`src/rtl/twrtc_pkg.sv`:
```
// ----------------------------------------------------------------------------
// twrtc_pkg
// Shared types and timing constants of the three-wire rtc register master.
// ----------------------------------------------------------------------------
package twrtc_pkg;

    typedef enum logic [1:0] {
        OP_TICK  = 2'd0,
        OP_WRITE = 2'd1,
        OP_READ  = 2'd2
    } t_opcode;

    typedef enum logic [3:0] {
        PH_IDLE   = 4'd0,
        PH_PRE    = 4'd1,
        PH_SETUP  = 4'd2,
        PH_SH_LO  = 4'd3,
        PH_SH_HI  = 4'd4,
        PH_POST   = 4'd5,
        PH_R_REL  = 4'd6,
        PH_R_GAP  = 4'd7,
        PH_R_HI   = 4'd8,
        PH_R_LO   = 4'd9,
        PH_R_TAIL = 4'd10
    } t_phase;

    typedef struct packed {
        logic [1:0] opcode;
        logic [7:0] register_address;
        logic [7:0] write_data;
        logic       io_in;
    } t_item;

    typedef struct packed {
        logic       serial_clock;
        logic       chip_enable;
        logic       io_out;
        logic       io_drive;
        logic       busy_res;
        logic       done_res;
        logic [7:0] read_data;
    } t_result;

    localparam logic [7:0] HALF_PERIOD_RESET = 8'd1;
    localparam logic [7:0] WR_PRE_TICKS      = 8'd1;
    localparam logic [7:0] RD_PRE_TICKS      = 8'd3;
    localparam logic [7:0] WR_SETUP_TICKS    = 8'd2;
    localparam logic [7:0] RD_SETUP_TICKS    = 8'd3;
    localparam logic [7:0] POST_TICKS        = 8'd2;
    localparam logic [7:0] RD_REL_TICKS      = 8'd2;
    localparam logic [7:0] RD_GAP_TICKS      = 8'd2;
    localparam logic [7:0] RD_HI_TICKS       = 8'd4;
    localparam logic [7:0] RD_LO_TICKS       = 8'd14;
    localparam logic [3:0] WR_LAST_BIT       = 4'd15;
    localparam logic [3:0] RD_LAST_BIT       = 4'd7;

endpackage

```
`src/rtl/twrtc_in_reg.sv`:
```
// ----------------------------------------------------------------------------
// twrtc_in_reg
// Input register: holds one accepted beat until the core takes it.
// ----------------------------------------------------------------------------
module twrtc_in_reg
    import twrtc_pkg::*;
(
    input  logic  i_clk,
    input  logic  i_rst_n,
    input  logic  i_valid,
    output logic  o_stall,
    input  t_item i_item,
    input  logic  i_take,
    output logic  o_valid,
    output t_item o_item
);

    logic  r_valid;
    t_item r_item;
    logic  w_load;

    assign o_stall = r_valid && !i_take;
    assign w_load  = i_valid && !o_stall;
    assign o_valid = r_valid;
    assign o_item  = r_item;

    always_ff @(posedge i_clk) begin
        if (!i_rst_n) begin
            r_valid <= 1'b0;
        end else if (w_load) begin
            r_valid <= 1'b1;
        end else if (i_take) begin
            r_valid <= 1'b0;
        end
    end

    always_ff @(posedge i_clk) begin
        if (w_load) begin
            r_item <= i_item;
        end
    end

endmodule

```
`src/rtl/twrtc_core.sv`:
```
// ----------------------------------------------------------------------------
// twrtc_core
// Pin sequencer: advances the bus state by one tick per beat and forms the
// pin levels shown for that tick.
// ----------------------------------------------------------------------------
module twrtc_core
    import twrtc_pkg::*;
(
    input  logic       i_clk,
    input  logic       i_rst_n,
    input  logic       i_cfg_we,
    input  logic [7:0] i_cfg_data,
    input  logic       i_step,
    input  t_item      i_item,
    output t_result    o_result
);

    logic [7:0]  r_half;
    t_phase      r_phase,     n_phase;
    logic [3:0]  r_bit_count, n_bit_count;
    logic [7:0]  r_tick,      n_tick;
    logic [15:0] r_out_shift, n_out_shift;
    logic [7:0]  r_in_shift,  n_in_shift;
    logic        r_is_read,   n_is_read;
    logic        r_sclk,      n_sclk;
    logic        r_ce,        n_ce;
    logic        r_io,        n_io;
    logic        r_drive,     n_drive;
    logic        n_done;
    logic [7:0]  w_half;

    assign w_half = (r_half == 8'd0) ? 8'd1 : r_half;

    always_ff @(posedge i_clk) begin
        if (!i_rst_n) begin
            r_half <= HALF_PERIOD_RESET;
        end else if (i_cfg_we) begin
            r_half <= i_cfg_data;
        end
    end

    // next state
    always_comb begin
        n_phase     = r_phase;
        n_bit_count = r_bit_count;
        n_tick      = r_tick;
        n_out_shift = r_out_shift;
        n_in_shift  = r_in_shift;
        n_is_read   = r_is_read;
        n_sclk      = r_sclk;
        n_ce        = r_ce;
        n_io        = r_io;
        n_drive     = r_drive;
        n_done      = 1'b0;
        if (r_phase == PH_IDLE) begin
            if (i_item.opcode == OP_WRITE || i_item.opcode == OP_READ) begin
                n_is_read = (i_item.opcode == OP_READ);
                if (i_item.opcode == OP_READ) begin
                    n_out_shift = {8'd0, i_item.register_address};
                    n_bit_count = RD_LAST_BIT;
                    n_in_shift  = 8'd0;
                    n_tick      = RD_PRE_TICKS;
                end else begin
                    n_out_shift = {i_item.write_data, i_item.register_address};
                    n_bit_count = WR_LAST_BIT;
                    n_tick      = WR_PRE_TICKS;
                end
                n_ce    = 1'b0;
                n_sclk  = 1'b0;
                n_drive = 1'b1;
                n_phase = PH_PRE;
            end
        end else if (r_tick > 8'd1) begin
            n_tick = r_tick - 8'd1;
        end else begin
            unique case (r_phase)
                PH_PRE: begin
                    n_ce    = 1'b1;
                    n_phase = PH_SETUP;
                    n_tick  = r_is_read ? RD_SETUP_TICKS : WR_SETUP_TICKS;
                end
                PH_SETUP: begin
                    n_sclk      = 1'b0;
                    n_io        = r_out_shift[0];
                    n_out_shift = {1'b0, r_out_shift[15:1]};
                    n_phase     = PH_SH_LO;
                    n_tick      = w_half;
                end
                PH_SH_LO: begin
                    n_sclk  = 1'b1;
                    n_phase = PH_SH_HI;
                    n_tick  = w_half;
                end
                PH_SH_HI: begin
                    if (r_bit_count != 4'd0) begin
                        n_bit_count = r_bit_count - 4'd1;
                        n_sclk      = 1'b0;
                        n_io        = r_out_shift[0];
                        n_out_shift = {1'b0, r_out_shift[15:1]};
                        n_phase     = PH_SH_LO;
                        n_tick      = w_half;
                    end else if (r_is_read) begin
                        n_drive = 1'b0;
                        n_phase = PH_R_REL;
                        n_tick  = RD_REL_TICKS;
                    end else begin
                        n_ce    = 1'b0;
                        n_sclk  = 1'b0;
                        n_phase = PH_POST;
                        n_tick  = POST_TICKS;
                    end
                end
                PH_R_REL: begin
                    n_bit_count = RD_LAST_BIT;
                    n_phase     = PH_R_GAP;
                    n_tick      = RD_GAP_TICKS;
                end
                PH_R_GAP: begin
                    n_in_shift = {1'b0, r_in_shift[7:1]};
                    n_sclk     = 1'b1;
                    n_phase    = PH_R_HI;
                    n_tick     = RD_HI_TICKS;
                end
                PH_R_HI: begin
                    n_sclk  = 1'b0;
                    n_phase = PH_R_LO;
                    n_tick  = RD_LO_TICKS;
                end
                PH_R_LO: begin
                    n_in_shift = {r_in_shift[7] | i_item.io_in, r_in_shift[6:0]};
                    if (r_bit_count != 4'd0) begin
                        n_bit_count = r_bit_count - 4'd1;
                        n_phase     = PH_R_GAP;
                    end else begin
                        n_phase = PH_R_TAIL;
                    end
                    n_tick = RD_GAP_TICKS;
                end
                PH_R_TAIL: begin
                    n_ce    = 1'b0;
                    n_sclk  = 1'b0;
                    n_io    = 1'b0;
                    n_drive = 1'b1;
                    n_phase = PH_IDLE;
                    n_done  = 1'b1;
                end
                PH_POST: begin
                    n_phase = PH_IDLE;
                    n_done  = 1'b1;
                end
                default: begin
                    n_phase = PH_IDLE;
                end
            endcase
        end
    end

    // pin levels after this tick
    always_comb begin
        o_result.serial_clock = n_sclk;
        o_result.chip_enable  = n_ce;
        o_result.io_out       = n_io;
        o_result.io_drive     = n_drive;
        o_result.busy_res     = (n_phase != PH_IDLE);
        o_result.done_res     = n_done;
        o_result.read_data    = n_in_shift;
    end

    always_ff @(posedge i_clk) begin
        if (!i_rst_n) begin
            r_phase     <= PH_IDLE;
            r_bit_count <= 4'd0;
            r_tick      <= 8'd0;
            r_out_shift <= 16'd0;
            r_in_shift  <= 8'd0;
            r_is_read   <= 1'b0;
            r_sclk      <= 1'b0;
            r_ce        <= 1'b0;
            r_io        <= 1'b0;
            r_drive     <= 1'b1;
        end else if (i_step) begin
            r_phase     <= n_phase;
            r_bit_count <= n_bit_count;
            r_tick      <= n_tick;
            r_out_shift <= n_out_shift;
            r_in_shift  <= n_in_shift;
            r_is_read   <= n_is_read;
            r_sclk      <= n_sclk;
            r_ce        <= n_ce;
            r_io        <= n_io;
            r_drive     <= n_drive;
        end
    end

endmodule

```
`src/rtl/twrtc_out_reg.sv`:
```
// ----------------------------------------------------------------------------
// twrtc_out_reg
// Result register: holds one result beat until the receiver takes it.
// ----------------------------------------------------------------------------
module twrtc_out_reg
    import twrtc_pkg::*;
(
    input  logic    i_clk,
    input  logic    i_rst_n,
    input  logic    i_load,
    input  t_result i_result,
    output logic    o_ready,
    input  logic    i_stall,
    output logic    o_valid,
    output t_result o_result
);

    logic    r_valid;
    t_result r_result;

    assign o_ready  = !r_valid || !i_stall;
    assign o_valid  = r_valid;
    assign o_result = r_result;

    always_ff @(posedge i_clk) begin
        if (!i_rst_n) begin
            r_valid <= 1'b0;
        end else if (i_load) begin
            r_valid <= 1'b1;
        end else if (!i_stall) begin
            r_valid <= 1'b0;
        end
    end

    always_ff @(posedge i_clk) begin
        if (i_load) begin
            r_result <= i_result;
        end
    end

endmodule

```
`src/rtl/three_wire_rtc_register_master.sv`:
```
// ----------------------------------------------------------------------------
// three_wire_rtc_register_master
// Pin-level master for a three-wire rtc register bus, one tick per beat.
// ----------------------------------------------------------------------------
// Each input beat is one timing tick: it may start a register write or read
// and carries the sampled IO level; each beat gives exactly one result beat
// with the SCLK, CE and IO pin levels after that tick. One beat is taken
// every clock cycle unless the result is stalled; the input and result
// registers sit around the tick sequencer. Commands seen during a transfer
// or on its finishing tick are ignored. The half-period register is written
// over its own port; the user must write it only while idle (not enforced).
module three_wire_rtc_register_master
    import twrtc_pkg::*;
(
    input  logic       i_clk,
    input  logic       i_rst_n,
    input  logic       i_in_valid,
    output logic       o_in_stall,
    input  logic [1:0] i_opcode,
    input  logic [7:0] i_register_address,
    input  logic [7:0] i_write_data,
    input  logic       i_io_in,
    output logic       o_out_valid,
    input  logic       i_out_stall,
    output logic       o_serial_clock,
    output logic       o_chip_enable,
    output logic       o_io_out,
    output logic       o_io_drive,
    output logic       o_busy_res,
    output logic       o_done_res,
    output logic [7:0] o_read_data,
    input  logic       i_cfg_valid,
    output logic       o_cfg_ready,
    input  logic [7:0] i_cfg_data
);

    t_item   w_in_item;
    t_item   w_item;
    logic    w_item_valid;
    logic    w_out_ready;
    logic    w_step;
    t_result w_core_result;
    t_result w_result;

    assign w_in_item.opcode           = i_opcode;
    assign w_in_item.register_address = i_register_address;
    assign w_in_item.write_data       = i_write_data;
    assign w_in_item.io_in            = i_io_in;

    assign w_step      = w_item_valid && w_out_ready;
    assign o_cfg_ready = 1'b1;

    twrtc_in_reg u_in_reg (
        .i_clk   (i_clk),
        .i_rst_n (i_rst_n),
        .i_valid (i_in_valid),
        .o_stall (o_in_stall),
        .i_item  (w_in_item),
        .i_take  (w_step),
        .o_valid (w_item_valid),
        .o_item  (w_item)
    );

    twrtc_core u_core (
        .i_clk      (i_clk),
        .i_rst_n    (i_rst_n),
        .i_cfg_we   (i_cfg_valid && o_cfg_ready),
        .i_cfg_data (i_cfg_data),
        .i_step     (w_step),
        .i_item     (w_item),
        .o_result   (w_core_result)
    );

    twrtc_out_reg u_out_reg (
        .i_clk    (i_clk),
        .i_rst_n  (i_rst_n),
        .i_load   (w_step),
        .i_result (w_core_result),
        .o_ready  (w_out_ready),
        .i_stall  (i_out_stall),
        .o_valid  (o_out_valid),
        .o_result (w_result)
    );

    assign o_serial_clock = w_result.serial_clock;
    assign o_chip_enable  = w_result.chip_enable;
    assign o_io_out       = w_result.io_out;
    assign o_io_drive     = w_result.io_drive;
    assign o_busy_res     = w_result.busy_res;
    assign o_done_res     = w_result.done_res;
    assign o_read_data    = w_result.read_data;

endmodule

```
`config.mk`:
```
export PLATFORM = sky130hd
export DESIGN_NAME = three_wire_rtc_register_master
export DESIGN_NICKNAME = d
export VERILOG_FILES = /design/src/rtl/twrtc_pkg.sv /design/src/rtl/twrtc_in_reg.sv /design/src/rtl/twrtc_core.sv /design/src/rtl/twrtc_out_reg.sv /design/src/rtl/three_wire_rtc_register_master.sv
export SDC_FILE = /design/constraint.sdc
export NUM_CORES = 1
export LEC_CHECK = 0
export ABC_CLOCK_PERIOD_IN_PS = 3350
export BUFFER_PORTS_ARGS = -buffer_cell sky130_fd_sc_hd__clkbuf_2
export CAP_MARGIN = 20
export CORE_ASPECT_RATIO = 1.75
export CORE_MARGIN = 3
export CORE_UTILIZATION = 58
export CTS_CLUSTER_DIAMETER = 200
export DETAILED_ROUTE_END_ITERATION = 16
export PLACE_DENSITY = 0.89
export RECOVER_POWER = 50
export REMOVE_ABC_BUFFERS = 1
export SYNTH_ARGS = -nofsm -noshare
export SYNTH_HDL_FRONTEND = slang
export SYNTH_HIERARCHICAL = 1
export SYNTH_SLANG_ARGS = --single-unit
```
`constraint.sdc`:
```
create_clock -name i_clk -period 3.35 [get_ports i_clk]
set_input_delay 0.1675 -clock i_clk [delete_from_list [all_inputs] [get_ports i_clk]]
set_output_delay 0.1675 -clock i_clk [all_outputs]
set_load 0.02 [all_outputs]
```
After elaboration in Yosys (flattened, before gate mapping)
Cells that the tools add are included.
Operators by class
  equality and inequality tests: 17
  order comparisons: 1
  reductions and logical operators: 28
  shift operators: 0
  multiply operators: 0
  bitwise gates (word level): 1
  multiplexer cells: 59
  divide/modulo/power cells: 0
  add/sub/neg operators: 2
Operators with widths (number)
  2-to-1 mux 16 bit: 5
  2-to-1 mux 8 bit: 9
  one-hot mux 8 bit (6 select lines): 1
  2-to-1 mux 4 bit: 10
  one-hot mux 16 bit (2 select lines): 1
  one-hot mux 4 bit (8 select lines): 1
  2-to-1 mux 1 bit: 24
  == test 4 x 3 -> 1 bit (second input constant): 4
  one-hot mux 8 bit (2 select lines): 1
  == test 4 bit (second input constant): 3
  OR reduction 2 bit: 6
  AND reduction 5 bit: 2
  one-hot mux 1 bit (3 select lines): 3
  == test 4 x 2 -> 1 bit (second input constant): 2
  greater-than comparator 8 x 1 -> 1 bit (second input constant): 1
  logical NOT 8 bit: 1
  one-hot mux 4 bit (2 select lines): 1
  nonzero test 4 bit: 2
  nonzero test 8 bit: 1
  subtractor 8 x 1 -> 8 bit (second input constant): 1
  != test 3 x 1 -> 1 bit (second input constant): 2
  AND reduction 3 bit: 2
  nonzero test 3 bit: 2
  == test 4 x 1 -> 1 bit (second input constant): 1
  14 further kinds: 22
Word-level totals
  input port bits: 32
  bits in registers: 88
  bits in read-only memories: 0
  memories: 0
  RAM bits: 0
  logic and storage cells: 132
  latch bits: 0

Logic depth before layout (Yosys ltp)
  word-level depth: 8
  mapped depth: 9
  mapped depth without buffers: 7

Modules after synthesis
The synthesis kept the hierarchy.
By module, submodules not included
  twrtc_core: cells an instance 402, times used 1, seq. area each 1061.0 µm², area an instance 3184.3 µm²
  twrtc_in_reg: cells an instance 23, times used 1, seq. area each 590.6 µm², area an instance 618.1 µm²
  twrtc_out_reg: cells an instance 18, times used 1, seq. area each 440.4 µm², area an instance 455.4 µm²
  three_wire_rtc_register_master: cells an instance 3, times used 1, seq. area each 0.0 µm², area an instance 17.5 µm²

Worst setup path before layout
No wires, ideal clock.
  path kind: flip-flop to flip-flop
  start: register u_out_reg.r_valid, in the netlist u_out_reg/o_valid
  end: register u_core.r_out_shift[1]
  stages on the path, launching flop included: 9
  setup time: 0.091 ns
  arrival: 2.412 ns
  path slack: 0.847 ns
  period minus slack after synthesis: 2.503 ns
  path buffers: 1
  cells stage by stage: dfxtp_1 -> nand2_1 -> and2_1 -> o41a_2 -> nand4_1 -> a2111oi_4 -> buf_4 -> nor2_1 -> a311oi_1
On the way
  cells in the longest elaborated chain, start to end: 4
RTL lines
  from (decl): line twrtc_out_reg.sv:18  | logic r_valid;
  from (signal assigned): line twrtc_out_reg.sv:27  | r_valid <= 1'b0;
  from (signal assigned): line twrtc_out_reg.sv:29  | r_valid <= 1'b1;
  from (signal assigned): line twrtc_out_reg.sv:31  | r_valid <= 1'b0;
  logical NOT 1 bit: line twrtc_out_reg.sv:21  | assign o_ready = !r_valid || !i_stall;
  logical OR 1 bit: line twrtc_out_reg.sv:21
  named net w_out_ready: line three_wire_rtc_register_master.sv:40  | logic w_out_ready;
  logical AND 1 bit: line three_wire_rtc_register_master.sv:50  | assign w_step = w_item_valid && w_out_ready;
  named net w_step: line three_wire_rtc_register_master.sv:41  | logic w_step;
  AND reduction 5 bit (no source line)
  to (signal assigned): line twrtc_core.sv:185  | r_out_shift <= n_out_shift;
  to (decl): line twrtc_core.sv:22  | logic [15:0] r_out_shift, n_out_shift;
The timed path passes the listed nets, and every way through them passes these cells.
A chain may end at the register's enable or synchronous reset.

Worst setup path after layout
  start: register u_out_reg.r_valid, in the netlist u_out_reg/o_valid
  end: register u_in_reg.r_item (netlist bit u_in_reg/o_item[1]) (enable)
On the way
  cells in the longest elaborated chain, start to end: 7
RTL lines
  logical NOT 1 bit: line twrtc_out_reg.sv:21
  logical OR 1 bit: line twrtc_out_reg.sv:21
  named net w_out_ready: line three_wire_rtc_register_master.sv:40
  logical AND 1 bit: line three_wire_rtc_register_master.sv:50
  named net w_step: line three_wire_rtc_register_master.sv:41
  logical NOT 1 bit: line twrtc_in_reg.sv:22  | assign o_stall = r_valid && !i_take;
  logical AND 1 bit: line twrtc_in_reg.sv:22
  logical NOT 1 bit: line twrtc_in_reg.sv:23  | assign w_load = i_valid && !o_stall;
  logical AND 1 bit: line twrtc_in_reg.sv:23
  named net u_in_reg.w_load: line twrtc_in_reg.sv:20  | logic w_load;
  to (signal assigned): line twrtc_in_reg.sv:39  | r_item <= i_item;
  to (decl): line twrtc_in_reg.sv:19  | t_item r_item;
The timed path passes the listed nets, and every way through them passes these cells.

==> run_results.csv <==
group,metric,value,unit
finish,seq_area,2090,um2
setup_path,worstPathRequired,3.35,ns
min_path,min_delay_path_depth,1,
route,routed.top_layer,"met4",
timing,final_hold_viol_count,0,
cts,cts_root_buffer,"clkbuf_16",
setup_path,reg2reg_to,"u_in_reg/o_item[1]",
logic_synthesis,postSynthAreaPerCell,9.59,um2
route,wl_met2,5970,um
timing,finalSetupViolations,0,
cts,post_cts_resized,0,
floorplan,fp.dieH,120,um
finish,areaGrowthSynthToFinish,16.4,%
floorplan,dieArea,8480,um2
min_path,min_from,"i_write_data[6]",
grt,grt_pass1_vias,3751,
setup_path,critical_path_peak_fanout,27,
route,drcViolationCount,0,
grt,grt_max_degree,34,
route,wire_per_inst,18.6,um
logic_synthesis,netlist_area,4280,um2
flow_run,drv_cap,0,
cts,cts_buffers,9,
cts,clkTransAtPathRegs,0.06,ns
route,num_vias,3857,
logic_synthesis,yosysSeqAreaShare,0.489,
route,avgViaCountPerCell,6.56,
route,first_pass_iters,6,
power,p_leak,1.84,nW
timing,rsz0062_at_grt,"false",
finish,fin_nets,535,
timing,max_freq,368,MHz
timing,hold_ws,0.00818,ns
finish,insertedDiodeCount,0,
placed_design,routabilityCongestion,0.965,
logic_synthesis,yosysWarnings,6,
setup_path,reg2reg_depth,6,
min_path,hp-class,"in2reg",
cts,h-tree-depth,3,
setup_path,rr_startpoint,"u_out_reg/o_valid",
min_path,holdPathEnd,"u_in_reg/o_item[7]",
cts,post_cts_buffers,0,
placed_design,port_buffers,47,
logic_synthesis,yosys_register_bits,88,
grt,antenna_found_initial,0,
setup_path,endpoint_kind,"flip-flop",
timing,layout_min_cycle_time,2.71,ns
setup_path,crit_type,"reg2reg",
timing,worst_slew_pin_slew,1.31,ns
grt,grt_pass1_wl,18000,um
timing,worst_clock_skew,0.00757,ns
outcome,outcome,"complete, no violations",
cts,cts_sinks,88,
setup_path,critPathArrivalTime,2.71,ns
logic_synthesis,netlist_instances,446,
finish,drive_above_1_share,0.143,
route,drtIter0Drc,396,
grt,grt_overflow,0,
cts,clockBufferDepth,2,
timing,maxSlewViolCount,0,
floorplan,row_count,40,
setup_path,cp-start-kind,"flip-flop",
logic_synthesis,postSynth.asyncResetShare,0,
power,vdd_drop_max,464,uV
route,met3_length,650,um
grt,grt.total_usage,0.269,
logic_synthesis,synth.distinct_cells,66,
floorplan,core-area,7010,um2
finish,fillCellCount,539,
cts,holdBufCountCts,18,
route,wl_met1,3750,um
power,p_per_area,545,nW/um2
placed_design,place_hpwl,7160,um
logic_synthesis,synth_flop_cell,"dfxtp_1",
timing,max-slew-margin-rel,0.125,
floorplan,fp.dieW,70.9,um
logic_synthesis,synth_edf_count,33,
timing,fin_crit_sh,0.810,
cts,worstSkewPairLatency,0.35,ns
setup_path,r2r_slack,0.64,ns
timing,finalSetupTns,0,ns
floorplan,initial_core_util,0.610,
finish,multi_input_area,1960,um2
cts,tritoncts,"yes",
floorplan,io_pins,49,
route,drt_wl_total,10900,um
route,detail-route-antenna-nets,0,
==> where the power goes <==
group          internal, mW  switching, mW  total, mW
sequential             1.19         0.0518       1.24
combinational         0.186          0.326      0.511
clock                 0.567          0.396      0.963
==> worst max-delay path, cell delays in order (launching register included) <==
cell	delay [ns]
dfxtp_1	0.32
nand2_1	0.05
and2_0	0.35
clkbuf_1	1.01
nor2b_4	0.07
nor2b_1	0.16
clkbuf_2	0.40
==> worst max path at each step <==
stage                            from  slack, ns                     to
global route        u_out_reg/o_valid       0.43     u_in_reg/o_item[1]
detailed placement   u_core/r_tick[0]       0.92       u_core/r_tick[3]
global placement     u_core/r_tick[0]        1.0       u_core/r_tick[7]
floorplan           u_out_reg/o_valid       0.22  u_core/r_out_shift[0]
CTS                  u_core/r_tick[0]       0.87  u_core/r_out_shift[8]
finish              u_out_reg/o_valid       0.64     u_in_reg/o_item[1]
==> cell usage after synthesis (all sizes together), types with 10 or more instances <==
library cell,instances,area [um2]
a21oi,34,170
clkbuf,18,67.6
dfxtp,55,1100
buf,17,104
edfxtp,33,991
nand2,35,131
o21ai,14,73.8
inv,12,45.0
a31oi,10,62.6
nor2,55,209
a211oi,12,90.1
==> layout make-up <==
| cell class | count | share of cell area |
|---|---|---|
| clock buffer | 14 | 0.0553 |
| clock inverter | 2 | 0.00252 |
| inverter | 13 | 0.00981 |
| multi-input combinational | 310 | 0.395 |
| sequential | 88 | 0.421 |
| tap | 84 | 0.0211 |
| timing repair buffer | 77 | 0.0961 |
==> per-stage QoR <==
stage	std cells	total power, mW	util	instance area [um2]	worst slack (ns)
CTS	588	2.71	0.714	5000	0.874
global placement	554	1.71	0.647	4530	0.999
finish	588	2.71	0.710	4970	0.636
floorplan	411	1.58	-	4100	0.218
detailed placement	554	1.74	0.647	4530	0.918
global route	588	2.82	0.710	4970	0.427
==> cells by family after synthesis <==
kind of cell	count (synthesis)	synth area share
AO/OA/AOI/OAI	132	0.221
XOR/XNOR	1	0.00205
adder cells (fa/ha/maj)	4	0.0117
buffers and inverters	48	0.0515
flip-flops	88	0.489
multiplexers	9	0.0211
other	1	0.000877
AND/OR/NAND/NOR	163	0.202
==> routing by layer <==
layer | vias to the layer above | track usage
li1 | 1765 | -
met1 | 1861 | 0.280
met2 | 183 | 0.479
met3 | 48 | 0.0520
met4 | 0 | 0.173
met5 | - | 0
==> placed cells by master, fill, tap and decap left out, types with 7 or more instances in the layout <==
cell type	instances
edfxtp_1	33
dfxtp_1	55
nand2_1	35
nand2b_1	7
inv_1	12
dlygate4sd3_1	18
a22oi_1	9
o21ai_0	12
buf_4	10
nor2_1	54
clkbuf_2	31
a31oi_1	10
a311oi_1	8
mux2i_1	9
a21oi_1	34
nand3_1	8
nor3_1	8
nor3b_1	9
clkbuf_1	21
a211oi_1	12
clkbuf_16	10
==> sequential cells by signal (all words and copies together) (netlist names), 4 cells and up <==
| signal | flops |
|---|---|
| u_core/r_half | 8 |
| u_core/r_in_shift | 8 |
| u_core/r_phase | 4 |
| u_in_reg/o_item | 19 |
| u_out_reg/o_result | 14 |
| u_core/r_out_shift | 16 |
| u_core/r_bit_count | 4 |
| u_core/r_tick | 8 |
No activity file was read; power rests on OpenSTA's default activity.
